==> src/design/dart_keyboard_channel_defines.svh <==
// assertion macros for the dart keyboard channel
// used by dart_keyboard_channel.sv; no other dependencies
`ifndef DART_KEYBOARD_CHANNEL_DEFINES_SVH
`define DART_KEYBOARD_CHANNEL_DEFINES_SVH
`ifndef NO_ASSERTIONS
// same-cycle implication
`define DKC_ASSERT_NOW(label, clock, rst_n, ante, cons) \
	label: assert property (@(posedge clock) disable iff (!rst_n) (ante) |-> (cons)) \
		else $error("dkc assertion failed");
// next-cycle implication
`define DKC_ASSERT_NEXT(label, clock, rst_n, ante, cons) \
	label: assert property (@(posedge clock) disable iff (!rst_n) (ante) |=> (cons)) \
		else $error("dkc assertion failed");
`else
`define DKC_ASSERT_NOW(label, clock, rst_n, ante, cons)
`define DKC_ASSERT_NEXT(label, clock, rst_n, ante, cons)
`endif
`endif

==> src/design/dkc_pkg.sv <==
// shared types and constants for the dart keyboard channel
// no dependencies
`default_nettype none
package dkc_pkg;

	typedef enum logic [2:0] {
		OP_WRITE   = 3'd0,
		OP_READ    = 3'd1,
		OP_VSYNC   = 3'd2,
		OP_KEY_DN  = 3'd3,
		OP_KEY_UP  = 3'd4
	} op_t;

	localparam logic PORT_DATA = 1'b0;
	localparam logic PORT_CTRL = 1'b1;

	localparam logic [2:0] REG_STATUS = 3'd0;
	localparam logic [2:0] REG_INTCTL = 3'd1;
	localparam logic [2:0] REG_VECTOR = 3'd2;
	localparam logic [2:0] REG_MODE   = 3'd5;

	localparam logic [2:0] CMD_VSYNC_LATCH = 3'd2;
	localparam logic [2:0] CMD_CHAN_RESET  = 3'd3;

	localparam logic [7:0] KEY_RESET_VAL  = 8'hff;
	localparam logic [7:0] REG1_READ_VAL  = 8'h01;
	localparam logic [7:0] VEC_EN_MASK    = 8'h18;
	localparam logic [7:0] VEC_STATUS_BIT = 8'h04;
	localparam logic [7:0] VEC_HI_MASK    = 8'hf0;
	localparam logic [7:0] VEC_FIX_MASK   = 8'hfe;
	localparam logic [7:0] STATUS_FIXED   = 8'h24;

	typedef struct packed {
		logic [2:0] reg_pointer;
		logic [7:0] ctl_reg1;
		logic [7:0] ctl_reg2;
		logic       mode40_flag;
		logic       mem_flag;
		logic       vsync_pending;
		logic       vsync_latched;
		logic [7:0] key_value;
		logic       key_new;
		logic       key_down;
	} state_t;

	typedef struct packed {
		logic [7:0] rdata;
		logic       vector_enabled;
		logic [7:0] irq_vector;
		logic       mode40;
		logic       mem_select;
		logic       irq_request;
	} result_t;

endpackage
`default_nettype wire

==> src/design/dart_keyboard_channel.sv <==
// top level of the dart keyboard channel: input register, state, result register
// depends on dkc_pkg, dkc_core and dart_keyboard_channel_defines.svh
//
//  channel   signals                               direction
//  request   req_valid req_stall op port_sel        in (stall out)
//            wdata key_code
//  result    res_valid res_stall rdata              out (stall in)
//            vector_enabled irq_vector mode40
//            mem_select irq_request
//
// one request per cycle unless the result is stalled; a taken request is held in
// the input register, and the state is updated as it moves on to the result register
// while the result is stalled one more request is held in the input register
// reset clears all channel state and both valid flags; key code resets to all ones
`default_nettype none
`include "dart_keyboard_channel_defines.svh"
module dart_keyboard_channel (
	input  wire  logic       clk,
	input  wire  logic       arst_n,
	input  wire  logic       req_valid,
	output logic             req_stall,
	input  wire  logic [2:0] op,
	input  wire  logic       port_sel,
	input  wire  logic [7:0] wdata,
	input  wire  logic [7:0] key_code,
	output logic             res_valid,
	input  wire  logic       res_stall,
	output logic [7:0]       rdata,
	output logic             vector_enabled,
	output logic [7:0]       irq_vector,
	output logic             mode40,
	output logic             mem_select,
	output logic             irq_request
);
	import dkc_pkg::*;

	logic       valid_s1;
	logic [2:0] op_s1;
	logic       port_sel_s1;
	logic [7:0] wdata_s1;
	logic [7:0] key_code_s1;

	state_t  state_q;
	state_t  state_nxt;
	result_t res_nxt;
	result_t res_q;
	logic    res_valid_q;

	logic advance;
	logic take;

	assign advance   = valid_s1 && (!res_valid_q || !res_stall);
	assign req_stall = valid_s1 && !advance;
	assign take      = req_valid && !req_stall;

	always_ff @(posedge clk or negedge arst_n) begin
		if (!arst_n) begin
			valid_s1 <= 1'b0;
		end else if (take) begin
			valid_s1 <= 1'b1;
		end else if (advance) begin
			valid_s1 <= 1'b0;
		end
	end

	always_ff @(posedge clk) begin
		if (take) begin
			op_s1       <= op;
			port_sel_s1 <= port_sel;
			wdata_s1    <= wdata;
			key_code_s1 <= key_code;
		end
	end

	dkc_core u_core (
		.cur      (state_q),
		.op       (op_s1),
		.port_sel (port_sel_s1),
		.wdata    (wdata_s1),
		.key_code (key_code_s1),
		.nxt      (state_nxt),
		.res      (res_nxt)
	);

	always_ff @(posedge clk or negedge arst_n) begin
		if (!arst_n) begin
			state_q               <= '{key_value: KEY_RESET_VAL, default: '0};
			res_valid_q           <= 1'b0;
		end else begin
			if (advance) begin
				state_q <= state_nxt;
			end
			if (advance) begin
				res_valid_q <= 1'b1;
			end else if (!res_stall) begin
				res_valid_q <= 1'b0;
			end
		end
	end

	always_ff @(posedge clk) begin
		if (advance) begin
			res_q <= res_nxt;
		end
	end

	assign res_valid      = res_valid_q;
	assign rdata          = res_q.rdata;
	assign vector_enabled = res_q.vector_enabled;
	assign irq_vector     = res_q.irq_vector;
	assign mode40         = res_q.mode40;
	assign mem_select     = res_q.mem_select;
	assign irq_request    = res_q.irq_request;

	`DKC_ASSERT_NOW(a_vec_off_zero, clk, arst_n, res_valid && !vector_enabled, irq_vector == 8'h00)
	`DKC_ASSERT_NOW(a_irq_no_rdata, clk, arst_n, res_valid && irq_request, rdata == 8'h00)
	`DKC_ASSERT_NEXT(a_ctrl_read_ptr, clk, arst_n, advance && (op_s1 == OP_READ) && (port_sel_s1 == PORT_CTRL), state_q.reg_pointer == 3'd0)
	`DKC_ASSERT_NEXT(a_key_press_new, clk, arst_n, advance && (op_s1 == OP_KEY_DN), state_q.key_new && state_q.key_down)

endmodule
`default_nettype wire

==> src/design/dkc_core.sv <==
// next-state and result logic for one request of the keyboard channel
// depends on dkc_pkg
`default_nettype none
module dkc_core (
	input  wire dkc_pkg::state_t  cur,
	input  wire logic [2:0]       op,
	input  wire logic             port_sel,
	input  wire logic [7:0]       wdata,
	input  wire logic [7:0]       key_code,
	output dkc_pkg::state_t       nxt,
	output dkc_pkg::result_t      res
);
	import dkc_pkg::*;

	logic [7:0] rd;
	logic       irq;

	always_comb begin
		nxt = cur;
		rd  = '0;
		irq = 1'b0;
		unique case (op)
			OP_WRITE: begin
				if (port_sel == PORT_CTRL) begin
					nxt.reg_pointer = '0;
					unique case (cur.reg_pointer)
						REG_STATUS: begin
							nxt.reg_pointer = wdata[2:0];
							unique case (wdata[5:3])
								CMD_VSYNC_LATCH: begin
									nxt.vsync_latched = cur.vsync_pending;
									nxt.vsync_pending = 1'b0;
								end
								CMD_CHAN_RESET: begin
									nxt.reg_pointer = '0;
									nxt.ctl_reg1    = '0;
									nxt.ctl_reg2    = '0;
								end
								default: ;
							endcase
						end
						REG_INTCTL: nxt.ctl_reg1 = wdata;
						REG_VECTOR: nxt.ctl_reg2 = wdata;
						REG_MODE: begin
							nxt.mode40_flag = wdata[1];
							nxt.mem_flag    = wdata[7];
						end
						default: ;
					endcase
				end
			end
			OP_READ: begin
				if (port_sel == PORT_DATA) begin
					rd          = cur.key_value;
					nxt.key_new = 1'b0;
				end else begin
					nxt.reg_pointer = '0;
					unique case (cur.reg_pointer)
						REG_STATUS: rd = STATUS_FIXED | {3'b000, cur.vsync_latched,
							cur.key_down, 2'b00, cur.key_new};
						REG_INTCTL: rd = REG1_READ_VAL;
						REG_VECTOR: rd = cur.ctl_reg2;
						default:    rd = '0;
					endcase
				end
			end
			OP_VSYNC: nxt.vsync_pending = 1'b1;
			OP_KEY_DN: begin
				nxt.key_value = key_code;
				nxt.key_new   = 1'b1;
				nxt.key_down  = 1'b1;
				irq           = 1'b1;
			end
			OP_KEY_UP: nxt.key_down = 1'b0;
			default: ;
		endcase
	end

	// vector follows the updated control registers
	always_comb begin
		res.rdata          = rd;
		res.irq_request    = irq;
		res.mode40         = nxt.mode40_flag;
		res.mem_select     = nxt.mem_flag;
		res.vector_enabled = (nxt.ctl_reg1 & VEC_EN_MASK) != 8'h00;
		if (!res.vector_enabled)
			res.irq_vector = '0;
		else if ((nxt.ctl_reg1 & VEC_STATUS_BIT) != 8'h00)
			res.irq_vector = (nxt.ctl_reg2 & VEC_HI_MASK) | VEC_STATUS_BIT;
		else
			res.irq_vector = nxt.ctl_reg2 & VEC_FIX_MASK;
	end

endmodule
`default_nettype wire

==> config.mk <==
export PLATFORM = sky130hd
export DESIGN_NAME = dart_keyboard_channel
export DESIGN_NICKNAME = d
export VERILOG_FILES = /design/src/design/dkc_pkg.sv /design/src/design/dart_keyboard_channel.sv /design/src/design/dkc_core.sv
export VERILOG_INCLUDE_DIRS = /design/src /design/src/design
export SDC_FILE = /design/constraint.sdc
export NUM_CORES = 1
export LEC_CHECK = 0
export ABC_AREA = 1
export BUFFER_PORTS_ARGS = -buffer_cell sky130_fd_sc_hd__buf_2
export CORE_ASPECT_RATIO = 0.9
export CORE_UTILIZATION = 35
export DETAILED_ROUTE_END_ITERATION = 8
export HOLD_SLACK_MARGIN = 0.06
export SLEW_MARGIN = 20
export SYNTH_ARGS = -nofsm -noshare
export SYNTH_HDL_FRONTEND = slang
export SYNTH_HIERARCHICAL = 1
export SYNTH_SLANG_ARGS = --single-unit
==> constraint.sdc <==
create_clock -name clk -period 1.88 [get_ports clk]
set_input_delay 0.376 -clock clk [delete_from_list [all_inputs] [get_ports clk]]
set_output_delay 0.376 -clock clk [all_outputs]
set_load 0.05 [all_outputs]
==> results of run 1 <==
metal layers:
metal | global-route usage, % | routed length [um]
met5 | 0 | 0
met4 | 5.63 | 110
met1 | 20.5 | 3460
met3 | 4.16 | 335
met2 | 22.7 | 3000
state kept, by name, summed over array words and instances (netlist names), 3 cells and up:
name	count
state_q	28
irq_vector	8
key_code_s1	8
rdata	8
wdata_s1	8
op_s1	3
cells in the final DEF, fill, tap and decap left out, types with 2 or more instances in the layout:
cell type     n
dfrtp_1      22
o22ai_1       3
buf_2        45
dfstp_2       8
nor2_2        6
edfxtp_1     40
a31oi_1       2
inv_1        25
nand2_4       2
clkbuf_8     10
nor3_1        3
a22oi_1       3
inv_2         2
nand2_1     145
nor2_4        2
nand3_2       5
nand2_2       7
clkinvlp_4    2
nor2_1       16
clkinv_2      2
buf_4         6
nand3_1      27
a21oi_1       7
o21ai_0       7
worst paths after layout:
kind,startpoint,cells past startpoint,to,slack [ps]
max,port_sel_s1$_DFFE_PP_,9,irq_vector[4]$_DFFE_PP_,240
min,arst_n,1,state_q[20]$_DFFE_PN0P_,60
max reg2reg,port_sel_s1$_DFFE_PP_,9,irq_vector[4]$_DFFE_PP_,240
min reg2reg,state_q[5]$_DFFE_PN1P_,2,state_q[5]$_DFFE_PN1P_,470
max in group asynchronous,arst_n,1,state_q[10]$_DFFE_PN0P_,1350
min in group clk,wdata[6],1,wdata_s1[6]$_DFFE_PP_,180
metrics by stage:
step | power [mW] | hold WS, ps
after floorplan | 2.77 | 80.4
after global placement | 2.96 | 457
after detailed placement | 2.97 | 462
after CTS | 4.08 | 78.3
after global routing | 4.27 | 109
final | 4.03 | 60.1
worst max-delay path, cell delays in order, from the launching register on:
cell and delay [ps]:
edfxtp_1 440, inv_2 150, nor2_2 110, nand2_2 100, nor2_4 110, nand2_4 60
nand2_2 60, nand2_2 70, nor2_4 210, nor2_1 70
power breakdown:
group	internal (mW)	switching, mW	total [mW]
Clock	0.514	0.578	1.09
Combinational	0.280	0.615	0.896
Sequential	1.89	0.155	2.04
Total	2.68	1.35	4.03
layout make-up:
cell class	instances	area, um^2	share of cell area (%)
multi-input combinational	238	1070	28.5
sequential	70	1960	52.2
clock inverter	5	33.8	0.899
tap	122	153	4.06
inverter	28	105	2.80
clock buffer	11	141	3.76
timing repair buffer	52	290	7.73
==> results.toml, run 1 <==
[outcome]
outcome = "finished clean"

[power_and_ir_drop]
ir_drop_mv = 0.478
power_density_nw_per_um2 = 1070
leakage_nw = 1.77

[placed_design]
post-place-ws_ps = 240
gp_congestion = 0.856
dpl_cell_area_um2 = 3580
port_buffers = 45
hpwl_um = 4710
placed_cells = 510

[detailed_routing]
via_per_inst = 4.58
drcViolationCount = 0
drt_iter0_markers = 188
dr.pass1.iters = 4
post_drt_wl_per_cell_um = 13.1
wirelength_um = 6910
final_antenna_net_count = 0
num_vias = 2410

[job]
drv_cap = 0

[timing]
rsz0062_at_grt = "no"
tightest_slew_ps = 718
min_period_ps = 1640
slew_headroom_pct = 52.1
fin_skew_ps = 10.9
fin_ws_ps = 243
slew_violations = 0
fin_crit_sh_pct = 87.1
hold_viol_final = 0
fmax_mhz = 611
fin_tns_setup_ps = 0
finalSetupViolations = 0

[global_route]
grt_max_degree = 31
gr-total-overflow = 0
grt_pass1_vias = 2235
grt_pass1_wl_um = 11200
grtUsageTotal_pct = 15.0
grt_antenna_before_repair = 0

[cells_and_area]
fin_area_um2 = 3760
nets = 423
area_growth_pct = 13.4
post_layout_nonfiller_instances = 526
antennaDiodeCount = 0
drive_gt1_share_pct = 24.5
fillerInstances = 944
finalCoreUtilization_pct = 41.0

[clocking]
clk_pin_slew_ps = 80
cts_setup_buffers = 0
clock-sinks = 70
cts-root-buf = "clkbuf_8"
cts_tree = "done"
cts_hold_buf = 0
h-tree-depth = 3
cts_resized = 0
clock_path_buffers = 2
numCtsBuffers = 9
clk_latency_ps = 360

[setup_path]
cp.arrival_ps = 1750
setup.worst_path.start_class = "register"
worstPathRequired_ps = 1990
crit_type = "reg2reg"
crit_fanout = 12
end_kind = "register"

[floorplanning]
fp.dieW_um = 105
core_area_um2 = 9170
initial_core_util_pct = 36.2
io_pins = 46
rows = 33
die_h_um = 94.3
die-area_um2 = 9860

[worst_hold_path]
holdCritPathClass = "in2async"

[logic_synthesis]
yosys_warnings = 6
syn_area_um2 = 3310
syn_area_per_cell_um2 = 9.42
synth_cells = 352
syn_nets = 376
(Power assumes the default switching activity.)
==> run 2, diff against run 1 <==
--- a/config.mk
+++ b/config.mk
@@ -8,7 +8,7 @@
 export LEC_CHECK = 0
 export ABC_AREA = 1
 export BUFFER_PORTS_ARGS = -buffer_cell sky130_fd_sc_hd__buf_2
-export CORE_ASPECT_RATIO = 0.9
+export CORE_MARGIN = 2
 export CORE_UTILIZATION = 35
 export DETAILED_ROUTE_END_ITERATION = 8
 export HOLD_SLACK_MARGIN = 0.06
==> results.toml, run 2 (synthesis gave the netlist of run 1 again) <==
[setup_path]
crit_fanout = 8
cp.arrival_ps = 1890
reg2regPathDepth = 9
setup.worst_path.start_class = "register"
crit_type = "reg2reg"
worstPathRequired_ps = 2080
end_kind = "register"

[clocking]
cts_tree = "done"
clock-sinks = 70
clk_latency_ps = 350
clock_path_buffers = 2
clk_pin_slew_ps = 70
numCtsBuffers = 9
cts_hold_buf = 0
cts_setup_buffers = 0
h-tree-depth = 3
cts-root-buf = "clkbuf_8"
cts_resized = 0

[timing]
finalSetupViolations = 0
tightest_slew_ps = 695
fin_skew_ps = 10.2
fin_tns_setup_ps = 0
rsz0062_at_grt = "no"
hold_viol_final = 0
min_period_ps = 1690
fin_crit_sh_pct = 90.0
slew_headroom_pct = 53.7
slew_violations = 0
fmax_mhz = 591

[cells_and_area]
post_layout_nonfiller_instances = 515
final_common_cell = "nand2_1"
most-common-layout-cells = "145 x nand2_1, 45 x buf_2, 40 x edfxtp_1"
drive_gt1_share_pct = 24.3
area_growth_pct = 15.2
regMostFlops = "state_q"
antennaDiodeCount = 0
nets = 423
largest_reg_flops = 28

[power_and_ir_drop]
power_frac_comb_pct = 20.5
power_density_nw_per_um2 = 1170
p_switching_mw = 1.33
p_sw_share_pct = 29.9
clkPwrFrac_pct = 33.8
p_seq_share_pct = 45.8
ir_drop_mv = 0.414
p_int_mw = 3.12
leakage_nw = 1.81

[global_route]
gr-max-usage-layer = "met2"
grtUsageTotal_pct = 15.2
grt_max_degree = 31
grtUsageMet2_pct = 24.0
met1_usage_pct = 20.2
gr-total-overflow = 0
grt_pass1_vias = 2426
grt_antenna_before_repair = 0
grtUsageMet3_pct = 4.97
grt_pass1_wl_um = 11800

[detailed_routing]
drcViolationCount = 0
dr.pass1.iters = 4
num_vias = 2454
final_antenna_net_count = 0
wirelength_um = 7160
post_drt_wl_per_cell_um = 13.9
drt_iter0_markers = 132
via_per_inst = 4.77

[placed_design]
hpwl_um = 4910
gp_congestion = 0.912
port_buffers = 45
placed_cells = 499

[floorplanning]
io_pins = 46
die_h_um = 101
rows = 35
initial_core_util_pct = 36.0
fp.dieW_um = 101
die-area_um2 = 10300
core_area_um2 = 9200

[outcome]
outcome = "finished clean"

[worst_hold_path]
holdCritPathClass = "in2async"

[job]
drv_cap = 0
run 2: critical path, cell delays in order, from the launching register on:
cell and delay [ps]:
dfrtp_1 400, inv_1 140, nand2_2 120, nor2_2 170
nand2_1 140, nand2_2 200, nand2_1 90, nand2_1 100
nand2_1 70, nor2_1 120
run 2: stage by stage:
stage / hold WS [ps] / area (um^2) / setup WS (ps) / util [%] / power (mW)
global placement: 454 / 3570 / 300 / 38.8 / 2.96
global route: 100 / 3820 / 5.79 / 41.5 / 4.70
CTS: 86.0 / 3820 / 221 / 41.5 / 4.49
detailed placement: 459 / 3570 / 248 / 38.8 / 2.97
floorplan: 80.4 / 3320 / 25.9 / - / 2.77
finish: 65.3 / 3820 / 189 / 41.5 / 4.46
run 2: worst paths after layout:
kind                                         startpoint                 endpoint  slack [ps]
worst max-delay path            state_q[31]$_DFFE_PN0P_  irq_vector[1]$_DFFE_PP_         190
worst min-delay path                             arst_n    res_valid$_DFFE_PN0P_          70
worst max register to register  state_q[31]$_DFFE_PN0P_  irq_vector[1]$_DFFE_PP_         190
worst min register to register   state_q[3]$_DFFE_PN1P_   state_q[3]$_DFFE_PN1P_         470
max in group asynchronous                        arst_n  state_q[20]$_DFFE_PN0P_        1350
min in group clk                               wdata[2]    wdata_s1[2]$_DFFE_PP_         200
run 2: final cells by class:
cell class              instances  area [um^2]
clock buffers                  13          159
repair buffers                 52          290
inverters                      28          105
flip-flops and latches         70         1960
clock inverters                 3         90.1
multi-input cells             238         1070
fillers                       946         5380
well taps                     111          139
run 2: routing by layer:
metal / wire length (um) / share of wire [%]
met2: 3320 / 46
met1: 3390 / 47
met3: 372 / 5.2
met4: 85 / 1.2
met5: 0 / 0
run 2: power groups by stage:
stage | Clock, mW | Sequential [mW] | Combinational [mW]
after CTS | 1.54 | 2.04 | 0.911
after global routing | 1.62 | 2.07 | 1.02
after floorplan | 0 | 2.16 | 0.605
final | 1.51 | 2.04 | 0.912
after detailed placement | 0 | 2.07 | 0.905
after global placement | 0 | 2.07 | 0.889
==> run 3, diff against run 2 <==
--- a/config.mk
+++ b/config.mk
@@ -7,12 +7,12 @@
 export NUM_CORES = 1
 export LEC_CHECK = 0
 export ABC_AREA = 1
-export BUFFER_PORTS_ARGS = -buffer_cell sky130_fd_sc_hd__buf_2
+export ABC_CLOCK_PERIOD_IN_PS = 1880
+export BUFFER_PORTS_ARGS = -buffer_cell sky130_fd_sc_hd__clkbuf_2
 export CORE_MARGIN = 2
 export CORE_UTILIZATION = 35
 export DETAILED_ROUTE_END_ITERATION = 8
 export HOLD_SLACK_MARGIN = 0.06
-export SLEW_MARGIN = 20
 export SYNTH_ARGS = -nofsm -noshare
 export SYNTH_HDL_FRONTEND = slang
 export SYNTH_HIERARCHICAL = 1
==> results.toml, run 3 (synthesis gave the netlist of run 1 again) <==
[clocking]
numCtsBuffers = 9
cts_tree = "done"
clock-sinks = 70
clk_pin_slew_ps = 70
clk_latency_ps = 350
clock_path_buffers = 2
h-tree-depth = 3
cts_setup_buffers = 0
cts-root-buf = "clkbuf_8"

[timing]
min_period_ps = 1640
rsz0062_at_grt = "no"
timing.hold.ws_ps = 192
slew_violations = 0
fin_skew_ps = 7.94
fin_tns_setup_ps = 0
fmax_mhz = 611
hold_viol_final = 0
fin_crit_sh_pct = 87.1
finalSetupViolations = 0

[setup_path]
cp.arrival_ps = 1740
cp-startpoint = "port_sel_s1$_DFFE_PP_"
end_kind = "register"
ff2ff_setup_slack_ps = 240
crit_type = "reg2reg"
worstPathRequired_ps = 1980
reg2regPathDepth = 9
timing.rr.start = "port_sel_s1$_DFFE_PP_"
setup.worst_path.start_class = "register"
crit_fanout = 12
worstReg2RegEnd = "irq_vector[2]$_DFFE_PP_"

[cells_and_area]
drive_gt1_share_pct = 24.1
antennaDiodeCount = 0
area_growth_pct = 13.4
largest_reg_flops = 28
final_common_cell = "nand2_1"
fillerInstances = 945
nets = 425
regMostFlops = "state_q"
most-common-layout-cells = "145 x nand2_1, 44 x clkbuf_2, 40 x edfxtp_1"

[detailed_routing]
drcViolationCount = 0
num_vias = 2462
final_antenna_net_count = 0
drt_iter0_markers = 107
post_drt_wl_per_cell_um = 13.7
wirelength_um = 7090
via_per_inst = 4.76
dr.pass1.iters = 4

[floorplanning]
io_pins = 46
die-area_um2 = 10300
rows = 35
die_h_um = 101
initial_core_util_pct = 36.0
fp.dieW_um = 101
core_area_um2 = 9200

[power_and_ir_drop]
power_frac_comb_pct = 22.8
p_sw_share_pct = 33.6
leakage_nw = 1.79
power_density_nw_per_um2 = 1060
total_power_mw = 3.98
clkPwrFrac_pct = 25.7
p_int_mw = 2.64
p_seq_share_pct = 51.5
p_switching_mw = 1.34
ir_drop_mv = 0.354

[global_route]
grt_pass1_wl_um = 11800
grtUsageTotal_pct = 15.0
grt_max_degree = 31
grt_pass1_vias = 2335
grt_antenna_before_repair = 0
gr-total-overflow = 0

[worst_hold_path]
hold_depth = 1
holdCritPathClass = "in2reg"
min_from = "key_code[5]"
min_to = "key_code_s1[5]$_DFFE_PP_"

[placed_design]
hpwl_um = 4910
port_buffers = 45
gp_congestion = 0.895

[outcome]
outcome = "finished clean"

[job]
drv_cap = 0
## run 3: cell types whose count changed in the layout (fill, tap and decap cells not counted), moves of 2 or more
cell	delta
clkinv_2	+3
bufinv_16	-3
clkbuf_8	-2
clkbuf_2	+44
buf_2	-45
## run 3: how the worst max path moves through the flow
stage | to | slack [ps] | cells after the start
after floorplan | req_stall | 30 | 4
after global placement | irq_vector[2]$_DFFE_PP_ | 300 | 9
after detailed placement | irq_vector[2]$_DFFE_PP_ | 250 | 9
after CTS | state_q[12]$_DFFE_PN0P_ | 230 | 8
after global routing | state_q[13]$_DFFE_PN0P_ | 20 | 8
final | irq_vector[2]$_DFFE_PP_ | 240 | 9
## run 3: power by group through the flow
stage                     registers [mW]  clock network [mW]  logic (mW)
after floorplan                     2.16                   0       0.605
after global placement              2.08                   0       0.895
after detailed placement            2.08                   0       0.909
after CTS                           2.05                1.05       0.915
after global routing                2.08                1.12        1.02
final                               2.05                1.02       0.907
## run 3: critical path, cell delays in order, from the launching register on
cell	delay (ps)
edfxtp_1	430
inv_2	150
nor2_2	110
nand2_2	100
nor2_4	110
nand2_4	70
nand2_2	60
nand2_2	70
nor2_4	200
nor2_1	80
## run 3: cell type report
type	count	area, um^2	area share, %
flip-flops and latches	70	1960	52.2
multi-input cells	238	1070	28.5
repair buffers	54	323	8.59
well taps	111	139	3.70
clock buffers	11	131	3.50
inverters	28	105	2.80
clock inverters	5	26.3	0.699
## run 3: timing repair
item                                    CTS  global route
endpoints found under the setup margin    0             1
endpoints found under the hold margin    22             0
resized for setup                         0             1
hold buffers                              1             0
## run 3: metal layers
metal | GRT usage (%) | vias up | part of all wire, %
met5 | 0 | - | 0
met4 | 5.51 | 0 | 1.4
met3 | 3.93 | 9 | 6.0
met2 | 22.5 | 68 | 45
met1 | 21.1 | 1156 | 47
li1 | - | 1229 | -
## run 3: through the flow
step / utilization, % / setup slack [ps] / area (um^2) / std cells
finish: 40.9 / 243 / 3760 / 517
global route: 40.9 / 19.4 / 3760 / 517
CTS: 40.9 / 230 / 3760 / 517
detailed placement: 39.0 / 248 / 3590 / 500
global placement: 39.0 / 304 / 3590 / 500
floorplan: - / 25.9 / 3320 / 352
